`config.mk`:
```
export PLATFORM = sky130hd
export DESIGN_NAME = bts_div
export DESIGN_NICKNAME = d
export VERILOG_FILES = /design/src/rtl/core/bts_div.sv
export SDC_FILE = /design/constraint.sdc
export NUM_CORES = 1
export LEC_CHECK = 0
export ABC_AREA = 0
export BUFFER_PORTS_ARGS = -buffer_cell sky130_fd_sc_hd__buf_4
export CORE_ASPECT_RATIO = 0.75
export CORE_MARGIN = 1.5
export CORE_UTILIZATION = 40
export CTS_BUF_LIST = sky130_fd_sc_hd__clkbuf_4
export DETAILED_ROUTE_END_ITERATION = 10
export SLEW_MARGIN = 20
export SYNTH_ARGS = -nofsm -noshare
export SYNTH_HDL_FRONTEND = slang
export SYNTH_SLANG_ARGS = --single-unit
export TNS_END_PERCENT = 50
```
`constraint.sdc`:
```
create_clock -name clk -period 3.8 [get_ports clk]
set_input_delay 0.38 -clock clk [delete_from_list [all_inputs] [get_ports clk]]
set_output_delay 0.38 -clock clk [all_outputs]
set_load 0.01 [all_outputs]
```
`src/rtl/core/bts_div.sv`:
```
// ----------------------------------------------------------------------------
// bts_div
// restoring unsigned divider, one quotient bit per cycle
// ----------------------------------------------------------------------------
module bts_div #(
  parameter int NUM_BITS = 64,
  parameter int DEN_BITS = 48
) (
  input  logic                clk,
  input  logic                rst_n,
  input  logic                start,
  input  logic [NUM_BITS-1:0] num,
  input  logic [DEN_BITS-1:0] den,
  output logic                done,
  output logic [NUM_BITS-1:0] quot
);

  localparam int CNT_BITS = $clog2(NUM_BITS + 1);

  logic [NUM_BITS-1:0] q_r, q_nxt;
  logic [DEN_BITS:0]   rem_r, rem_nxt;
  logic [DEN_BITS-1:0] den_r;
  logic [CNT_BITS-1:0] cnt_r, cnt_nxt;
  logic                busy_r, busy_nxt;
  logic                done_r, done_nxt;
  logic [DEN_BITS:0]   trial;

  always_comb begin
    q_nxt    = q_r;
    rem_nxt  = rem_r;
    cnt_nxt  = cnt_r;
    busy_nxt = busy_r;
    done_nxt = 1'b0;
    trial    = {rem_r[DEN_BITS-1:0], q_r[NUM_BITS-1]};
    if (start) begin
      q_nxt    = num;
      rem_nxt  = '0;
      cnt_nxt  = CNT_BITS'(NUM_BITS);
      busy_nxt = 1'b1;
    end else if (busy_r) begin
      if (trial >= {1'b0, den_r}) begin
        rem_nxt = trial - {1'b0, den_r};
        q_nxt   = {q_r[NUM_BITS-2:0], 1'b1};
      end else begin
        rem_nxt = trial;
        q_nxt   = {q_r[NUM_BITS-2:0], 1'b0};
      end
      cnt_nxt = cnt_r - 1'b1;
      if (cnt_r == CNT_BITS'(1)) begin
        busy_nxt = 1'b0;
        done_nxt = 1'b1;
      end
    end
  end

  always_ff @(posedge clk) begin
    if (!rst_n) begin
      busy_r <= 1'b0;
      done_r <= 1'b0;
      cnt_r  <= '0;
    end else begin
      busy_r <= busy_nxt;
      done_r <= done_nxt;
      cnt_r  <= cnt_nxt;
    end
    q_r   <= q_nxt;
    rem_r <= rem_nxt;
    if (start) begin
      den_r <= den;
    end
  end

  assign done = done_r;
  assign quot = q_r;

endmodule

```
# Word-level counts from Yosys, hierarchy flattened
# Cells that the tools add are included.
# totals
ff_bits,169
inputBits,115
output_inout_bits,65
word_cells,26
# op_classes
n_addsub,2
magnitude_cmp,1
eq_ne,1
n_mux,10
n_bitwise,2
reduce_logical,3
# op_table
operator,n
64-bit 2-to-1 mux,2
49-bit by 48-bit >= comparator with 1-bit output,1
48-bit 2-to-1 mux,1
48-bit subtractor,1
7-bit 2-to-1 mux,2
7-bit by 1-bit == test with 1-bit output (second input constant),1
7-bit by 1-bit subtractor with 7-bit output (second input constant),1
1-bit 2-to-1 mux,5
3-bit OR reduction,1
1-bit inverter,2
2-bit nonzero test,1
2-bit OR reduction,1

# Depth between registers and ports, before layout
# Gate-level depths: netlist (run 1).
# logic_depth
word_depth,4
depth_mapped,14

# Worst setup path after synthesis (run 1)
# No wires, ideal clock.
# synth_timing
kind,register to register
startpoint,"register q_r[63], in the netlist quot[63]"
endpoint,register rem_r[28]
t_arrival_ps,2810
t_required_ps,3709
setup_slack_ps,899
path_stages_with_launch,13
n_path_buf,0
period_less_slack_ps,2901
cell_sequence,edfxtp_1 > inv_1 > ha_1 > fa_1 > nor2b_1 > o31a_1 > o21a_1 > o21ai_2 > a211o_2 > a21oi_2 > nor3_1 > or3b_2 > a311oi_1
# synth_via
elab_chain_cells,2
word_cells_on_any_way,3
cone_classes,add/sub (1); order compare (1); mux (1)
# synth_rtl
element,line,text
from (decl),20,"logic [NUM_BITS-1:0] q_r, q_nxt;"
from (signal assigned),66,q_r <= q_nxt;
48-bit subtractor or 49-bit by 48-bit >= comparator with 1-bit output (tied branches),"42, 41",
48-bit 2-to-1 mux *,41,"if (trial >= {1'b0, den_r}) begin"
to (signal assigned),67,rem_r <= rem_nxt;
to (decl),21,"logic [DEN_BITS:0] rem_r, rem_nxt;"
# Every way passes the cells marked *; elsewhere a longest branch is shown, timed or not.
# A chain may end at the register's enable or synchronous reset.

# Final worst setup path (run 1)
# layout_timing
startpoint,register den_r[1]
endpoint,register rem_r[28]
# layout_via
elab_chain_cells,2
word_cells_on_any_way,3
cone_classes,add/sub (1); order compare (1); mux (1)
# layout_rtl
element,line,text
from (decl),22,logic [DEN_BITS-1:0] den_r;
from (signal assigned),69,den_r <= den;
48-bit subtractor or 49-bit by 48-bit >= comparator with 1-bit output (tied branches),"42, 41",
48-bit 2-to-1 mux *,41,
# Marks and branches as above.

==> results.sh, run 1 <==
export IMPL_synth_fa_ha_area_share_pct=6.51
export IMPL_synth_simple_area_share_pct=14.4
export IMPL_synth_edf_count=112
export IMPL_track_usage_pct=20.7
export IMPL_yosysUniqueCellTypes=70
export IMPL_ys_ff_latch=169
export IMPL_finalMaxSlewViolations=0
export IMPL_viasPerCell=5.31
export IMPL_synth_top_family_by_area="compound AO/OA/AOI/OAI gates"
export IMPL_p_int_mw=3.21
export IMPL_pwr_share_seq_pct=46.6
export IMPL_end_kind="flop"
export IMPL_arrival_ns=3.80
export IMPL_clk_pin_slew_ns=0.17
export IMPL_drive_gt1_share_pct=25.7
export IMPL_grt_overflow=0
export IMPL_p_total_mw=4.84
export IMPL_area_delta_synth_final_pct=24.2
export IMPL_maxCapViolCount=0
export IMPL_vias=8242
export IMPL_powerDensity_mw_per_mm2=393
export IMPL_r2r_setup_slack_ns=0.53
export IMPL_max_clock_path_buffers=2
export IMPL_fin_crit_sh_pct=86.0
export IMPL_cts_tree="done"
export IMPL_swShare_pct=33.6
export IMPL_cts_max_level=4
export IMPL_status="finished, final reports clean"
export IMPL_ir_drop_v=0.000197
export IMPL_synth_top_area_share_pct=33.9
export IMPL_setup_viol=0
export IMPL_antenna_left=0
export IMPL_finClkSkew_ns=0.0399
export IMPL_gp_congestion=0.860
export IMPL_synth_area_mm2=0.00992
export IMPL_tns_ns=0
export IMPL_num_nets_final=1371
export IMPL_postCtsSetupBuffers=0
export IMPL_ys_warn_count=0
export IMPL_syn_area_per_cell_um2=9.93
export IMPL_syn_inst=999
export IMPL_io_buffers=179
export IMPL_fin_crit_ns=3.27
export IMPL_antenna_found_initial=1
export IMPL_drtPass1Iterations=5
export IMPL_core_mm2=0.0242
export IMPL_die_w_um=185
export IMPL_cp_max_fo=18
export IMPL_max_freq_ghz=0.306
export IMPL_dpl_hpwl_um=18400
export IMPL_cp_data_required_time_ns=4.33
export IMPL_drc=0
export IMPL_leakagePower_nw=5.14
export IMPL_cts_num_sinks=169
export IMPL_synth_xor_area_share_pct=2.83
export IMPL_ys_seq_area_share_pct=45.4
export IMPL_start_util_pct=41.1
export IMPL_muxShareOfSynthArea_pct=7.77
export IMPL_synth_area_leader_cell="edfxtp_1"
export IMPL_drt_total_wl_um=26000
export IMPL_worstSetupPathType="flop to flop"
export IMPL_rows=49
export IMPL_nFillCells=2303
export IMPL_hold_violations=0
export IMPL_drt_iter0_markers=513
export IMPL_grt_pass1_wl_um=42200
export IMPL_synth_ff_type="edfxtp_1"
export IMPL_synth_net_count=1165
export IMPL_rsz0062_at_grt="no"
export IMPL_synth_area_leaders="edfxtp_1 (34%), dfxtp_1 (12%), mux2_2 (7.3%)"
export IMPL_clkLatencyLatePin_ns=0.61
export IMPL_pwr_share_comb_pct=30.2
export IMPL_hold_class="primary input to flop"
export IMPL_grt_pass1_vias=7760
export IMPL_dieArea_mm2=0.0258
export IMPL_avgRoutedWirePerCell_um=16.8
export IMPL_synth_compound_area_share_pct=17.9
export IMPL_cts_root_buffer="clkbuf_4"
export IMPL_synth_async_sr_flop_share_pct=0
export IMPL_tightest_slew_ns=0.863
export IMPL_numCtsBuffers=17
export IMPL_switchingPower_mw=1.62
export IMPL_max_slew_margin_rel_pct=42.5
export IMPL_die_h_um=139
export IMPL_grt_max_degree=165
export IMPL_p_clk_share_pct=23.2
export IMPL_start_kind="flop"
export IMPL_pin_count=180
routing by layer:
layer,global-route usage [%],vias to the layer above,part of all wire (%)
li1,-,4081,-
met1,31.5,3932,51
met2,29.6,202,42
met3,4.06,27,4.7
met4,5.56,0,1.6
met5,0,-,0
stage by stage:
| stage | utilization [%] | setup slack, ns | hold slack, ns | instance area [um^2] | instances |
|---|---|---|---|---|---|
| final | 51.0 | 0.533 | 0.0602 | 12300 | 1551 |
| after global routing | 51.0 | 0.0680 | 0.00200 | 12300 | 1551 |
| after CTS | 51.0 | 0.461 | 0.0108 | 12300 | 1549 |
| after detailed placement | 47.7 | 0.478 | 0.484 | 11500 | 1468 |
| after global placement | 47.7 | 0.613 | 0.475 | 11500 | 1468 |
| after floorplan | - | 0.899 | 0.459 | 9920 | 999 |
sequential cells by signal (all words and copies together), names as in the netlist:
signal,count
cnt_r,7
den_r,48
quot,64
busy_r,1
done,1
rem_r,48
cells in the mapped netlist (3+ instances only):
cell / instances
o21a_1: 10
o31ai_1: 4
clkbuf_1: 31
nand3b_1: 3
nor4_1: 4
a21o_1: 25
o21ai_0: 29
buf_6: 7
dfxtp_1: 57
a21oi_1: 71
nand2_1: 117
nand4_1: 18
xor2_1: 12
nor2_1: 82
inv_1: 70
a31oi_1: 6
o211ai_1: 11
mux2_2: 64
a211oi_1: 12
nor2b_1: 4
a311oi_2: 8
o21bai_1: 12
o2111ai_1: 5
a21oi_2: 3
nor3_1: 13
buf_2: 10
a311oi_1: 22
nand3_1: 23
mux2i_1: 5
xnor2_1: 20
o21ai_1: 7
or2_2: 4
nand2b_1: 7
or3_1: 3
edfxtp_1: 112
and3_1: 9
and2_1: 4
ha_1: 50
power groups by stage:
stage                     Clock, mW  Sequential (mW)  Combinational [mW]
after detailed placement          0             2.29                1.41
after floorplan                   0             2.30               0.933
after global placement            0             2.29                1.40
final                          1.12             2.25                1.46
after CTS                      1.17             2.26                1.46
after global routing           1.23             2.28                1.61
cell type report:
cell class,count,area [um^2],area share [%]
Tap cell,331,414,3.36
Antenna cell,2,5.00,0.0406
Sequential cell,169,4510,36.6
Inverter,70,263,2.13
Clock buffer,19,143,1.16
Multi-Input combinational cell,710,4900,39.8
Clock inverter,13,144,1.17
Timing Repair Buffer,237,1940,15.8
final timing paths:
kind                   from        end  depth (start not counted)
setup / recovery   den_r[1]  rem_r[28]                         11
hold / removal      num[60]   quot[60]                          2
setup reg to reg   den_r[1]  rem_r[28]                         11
hold reg to reg   rem_r[26]  rem_r[27]                          2
placed cells by master, fill, tap and decap left out, types with 49 or more instances in the layout:
| cell | count |
|---|---|
| buf_4 | 184 |
| nand2_1 | 117 |
| edfxtp_1 | 112 |
| nor2_1 | 82 |
| a21oi_1 | 71 |
| inv_1 | 70 |
| mux2_2 | 64 |
| dfxtp_1 | 56 |
| ha_1 | 50 |
| dlygate4sd3_1 | 49 |
cells by family after synthesis:
family | count (synthesis)
flops | 169
buf+inv | 120
compound gates | 251
xor+xnor | 32
fa+ha+maj | 51
simple gates | 307
mux | 69
worst max-delay path, cell delays in order (launching register included):
cell and delay, ns:
edfxtp_1 0.41, inv_1 0.06, ha_1 0.30, nor2b_1 0.20
o31a_1 0.24, o2111ai_1 0.17, a311oi_1 0.45, o21ai_1 0.17
and2_2 0.25, buf_4 0.21, or3b_2 0.49, a311oi_1 0.27
repair_timing:
| action | in CTS | in global routing |
|---|---|---|
| hold endpoints to repair | 50 | 0 |
| hold buffers | 49 | 0 |
| gates resized for setup | 0 | 0 |
Power figures use the tool's default switching activity.
==> run 2: changes to the inputs <==
- CORE_UTILIZATION: 40 -> 36
- GPL_TIMING_DRIVEN: default -> 0
==> results.sh, run 2 (same netlist as run 1, synthesis figures left out) <==
export IMPL_arrival_ns=4.10
export IMPL_maxCapViolCount=0
export IMPL_postCtsSetupBuffers=0
export IMPL_status="finished, final reports clean"
export IMPL_grt_pass1_vias=8234
export IMPL_cp_slowest_stage_delay_ns=0.63
export IMPL_cp_data_required_time_ns=4.34
export IMPL_cts_root_buffer="clkbuf_4"
export IMPL_drc=0
export IMPL_track_usage_pct=20.8
export IMPL_grt_overflow=0
export IMPL_cp_max_fo=4
export IMPL_viasPerCell=5.31
export IMPL_max_clock_path_buffers=2
export IMPL_reg2regPathDepth=12
export IMPL_tns_ns=0
export IMPL_start_kind="flop"
export IMPL_worstSetupPathType="flop to flop"
export IMPL_dpl_hpwl_um=22100
export IMPL_p_total_mw=4.90
export IMPL_tightest_slew_ns=0.888
export IMPL_antenna_found_initial=1
export IMPL_critical_path_top_delay_family="compound AO/OA/AOI/OAI gates"
export IMPL_drt_iter0_markers=714
export IMPL_clk_pin_slew_ns=0.19
export IMPL_area_delta_synth_final_pct=26.4
export IMPL_start_util_pct=36.7
export IMPL_io_buffers=179
export IMPL_powerDensity_mw_per_mm2=391
export IMPL_r2r_setup_slack_ns=0.24
export IMPL_fin_util_pct=46.4
export IMPL_final_cell_mix="buf_4 (179), nand2_1 (117), edfxtp_1 (112), nor2_1 (82), a21oi_1 (71)"
export IMPL_cp_slowest_cell="a211oi_1"
export IMPL_setup_viol=0
export IMPL_hold_violations=0
export IMPL_cts_max_level=4
export IMPL_cts_tree="done"
export IMPL_drive_gt1_share_pct=25.6
export IMPL_largest_reg_flops=64
export IMPL_numCtsBuffers=17
export IMPL_antenna_left=0
export IMPL_fin_ws_ns=0.238
export IMPL_max_freq_ghz=0.281
export IMPL_path_cells="inv_1, ha_1, fa_1, nor2b_1, o31a_1, o21a_1, o21ai_2, a211oi_1, o211ai_1, a21oi_1, mux2i_1, a2111oi_1"
export IMPL_avgRoutedWirePerCell_um=18.4
export IMPL_cts_num_sinks=169
export IMPL_gp_congestion=0.918
export IMPL_min_path_cells=2
export IMPL_die_w_um=195
export IMPL_pin_count=180
export IMPL_layout_cells_most_common="buf_4"
export IMPL_core_mm2=0.0270
export IMPL_hold_class="primary input to flop"
export IMPL_end_kind="flop"
export IMPL_grt_max_degree=50
export IMPL_finalMaxSlewViolations=0
export IMPL_drt_total_wl_um=29800
export IMPL_die_h_um=147
export IMPL_rsz0062_at_grt="no"
export IMPL_fin_crit_sh_pct=93.7
export IMPL_clkLatencyLatePin_ns=0.64
export IMPL_drtPass1Iterations=6
export IMPL_leakagePower_nw=5.21
export IMPL_finish_instance_area_mm2=0.0125
export IMPL_dpl_cell_area_mm2=0.0117
export IMPL_path_buf_inv=1
export IMPL_fin_crit_ns=3.56
export IMPL_dieArea_mm2=0.0286
export IMPL_num_nets_final=1416
export IMPL_crit_cells=12
export IMPL_max_slew_margin_rel_pct=40.8
export IMPL_vias=8575
export IMPL_grt_pass1_wl_um=46000
export IMPL_finClkSkew_ns=0.0446
export IMPL_rows=52
export IMPL_pre_cts_ws_ns=0.130
export IMPL_ir_drop_v=0.000189
## run 2: cell count changes in the layout (fill, tap and decap cells not counted), sizes merged
| cell | change |
|---|---|
| bufinv | -2 |
| clkinvlp | +2 |
| clkinv | +1 |
| diode | -1 |
| clkbuf | +30 |
| dlygate4sd3 | +3 |
| buf | +10 |
| inv | +1 |
## run 2: through the flow
| stage | hold WS (ns) | std cells |
|---|---|---|
| floorplan | 0.459 | 999 |
| global placement | 0.482 | 1529 |
| detailed placement | 0.489 | 1530 |
| CTS | 0.00561 | 1611 |
| global route | 0.000405 | 1615 |
| finish | 0.0395 | 1615 |
## run 2: worst paths after layout
| path | from | to |
|---|---|---|
| max | quot[63] | rem_r[46] |
| min | num[28] | quot[28] |
| max reg2reg | quot[63] | rem_r[46] |
| min reg2reg | rem_r[2] | rem_r[3] |
## run 2: per-layer routing
metal | routed length [um] | GRT usage (%) | vias to the layer above
li1 | - | - | 4170
met1 | 14900 | 31.1 | 4125
met2 | 12500 | 30.0 | 245
met3 | 1830 | 4.32 | 35
met4 | 558 | 6.09 | 0
met5 | 0 | 0 | -
## run 2: final cells by class
type,instances,area [um^2]
Clock buffer,17,128
Antenna cell,1,2.50
Sequential cell,169,4500
Inverter,70,263
Fill cell,2561,14500
Clock inverter,15,156
Tap cell,351,439
Buffer,50,255
Multi-Input combinational cell,710,4900
Timing Repair Buffer,232,1880
## run 2: repair_timing
item,CTS,global route
setup endpoints to repair,0,14
endpoints found under the hold margin,50,3
gates resized for setup,0,3
hold buffers,49,3
## run 2: worst register-to-register path: cells and delay by family, from the launching register on
family / cells / cell delay [ns]
multiplexers: 1 / 0.10
adder cells (fa/ha/maj): 2 / 0.63
buffers and inverters: 1 / 0.06
AND/OR/NAND/NOR: 1 / 0.16
flip-flops: 1 / 0.46
AO/OA/AOI/OAI: 7 / 2.07
## run 2: where the power goes
group | internal, mW | total (mW) | switching, mW | leakage [nW]
clock | 0.295 | 1.09 | 0.791 | 0.145
combinational | 0.663 | 1.55 | 0.888 | 3.49
sequential | 2.15 | 2.26 | 0.105 | 1.58
total | 3.11 | 4.90 | 1.78 | 5.21
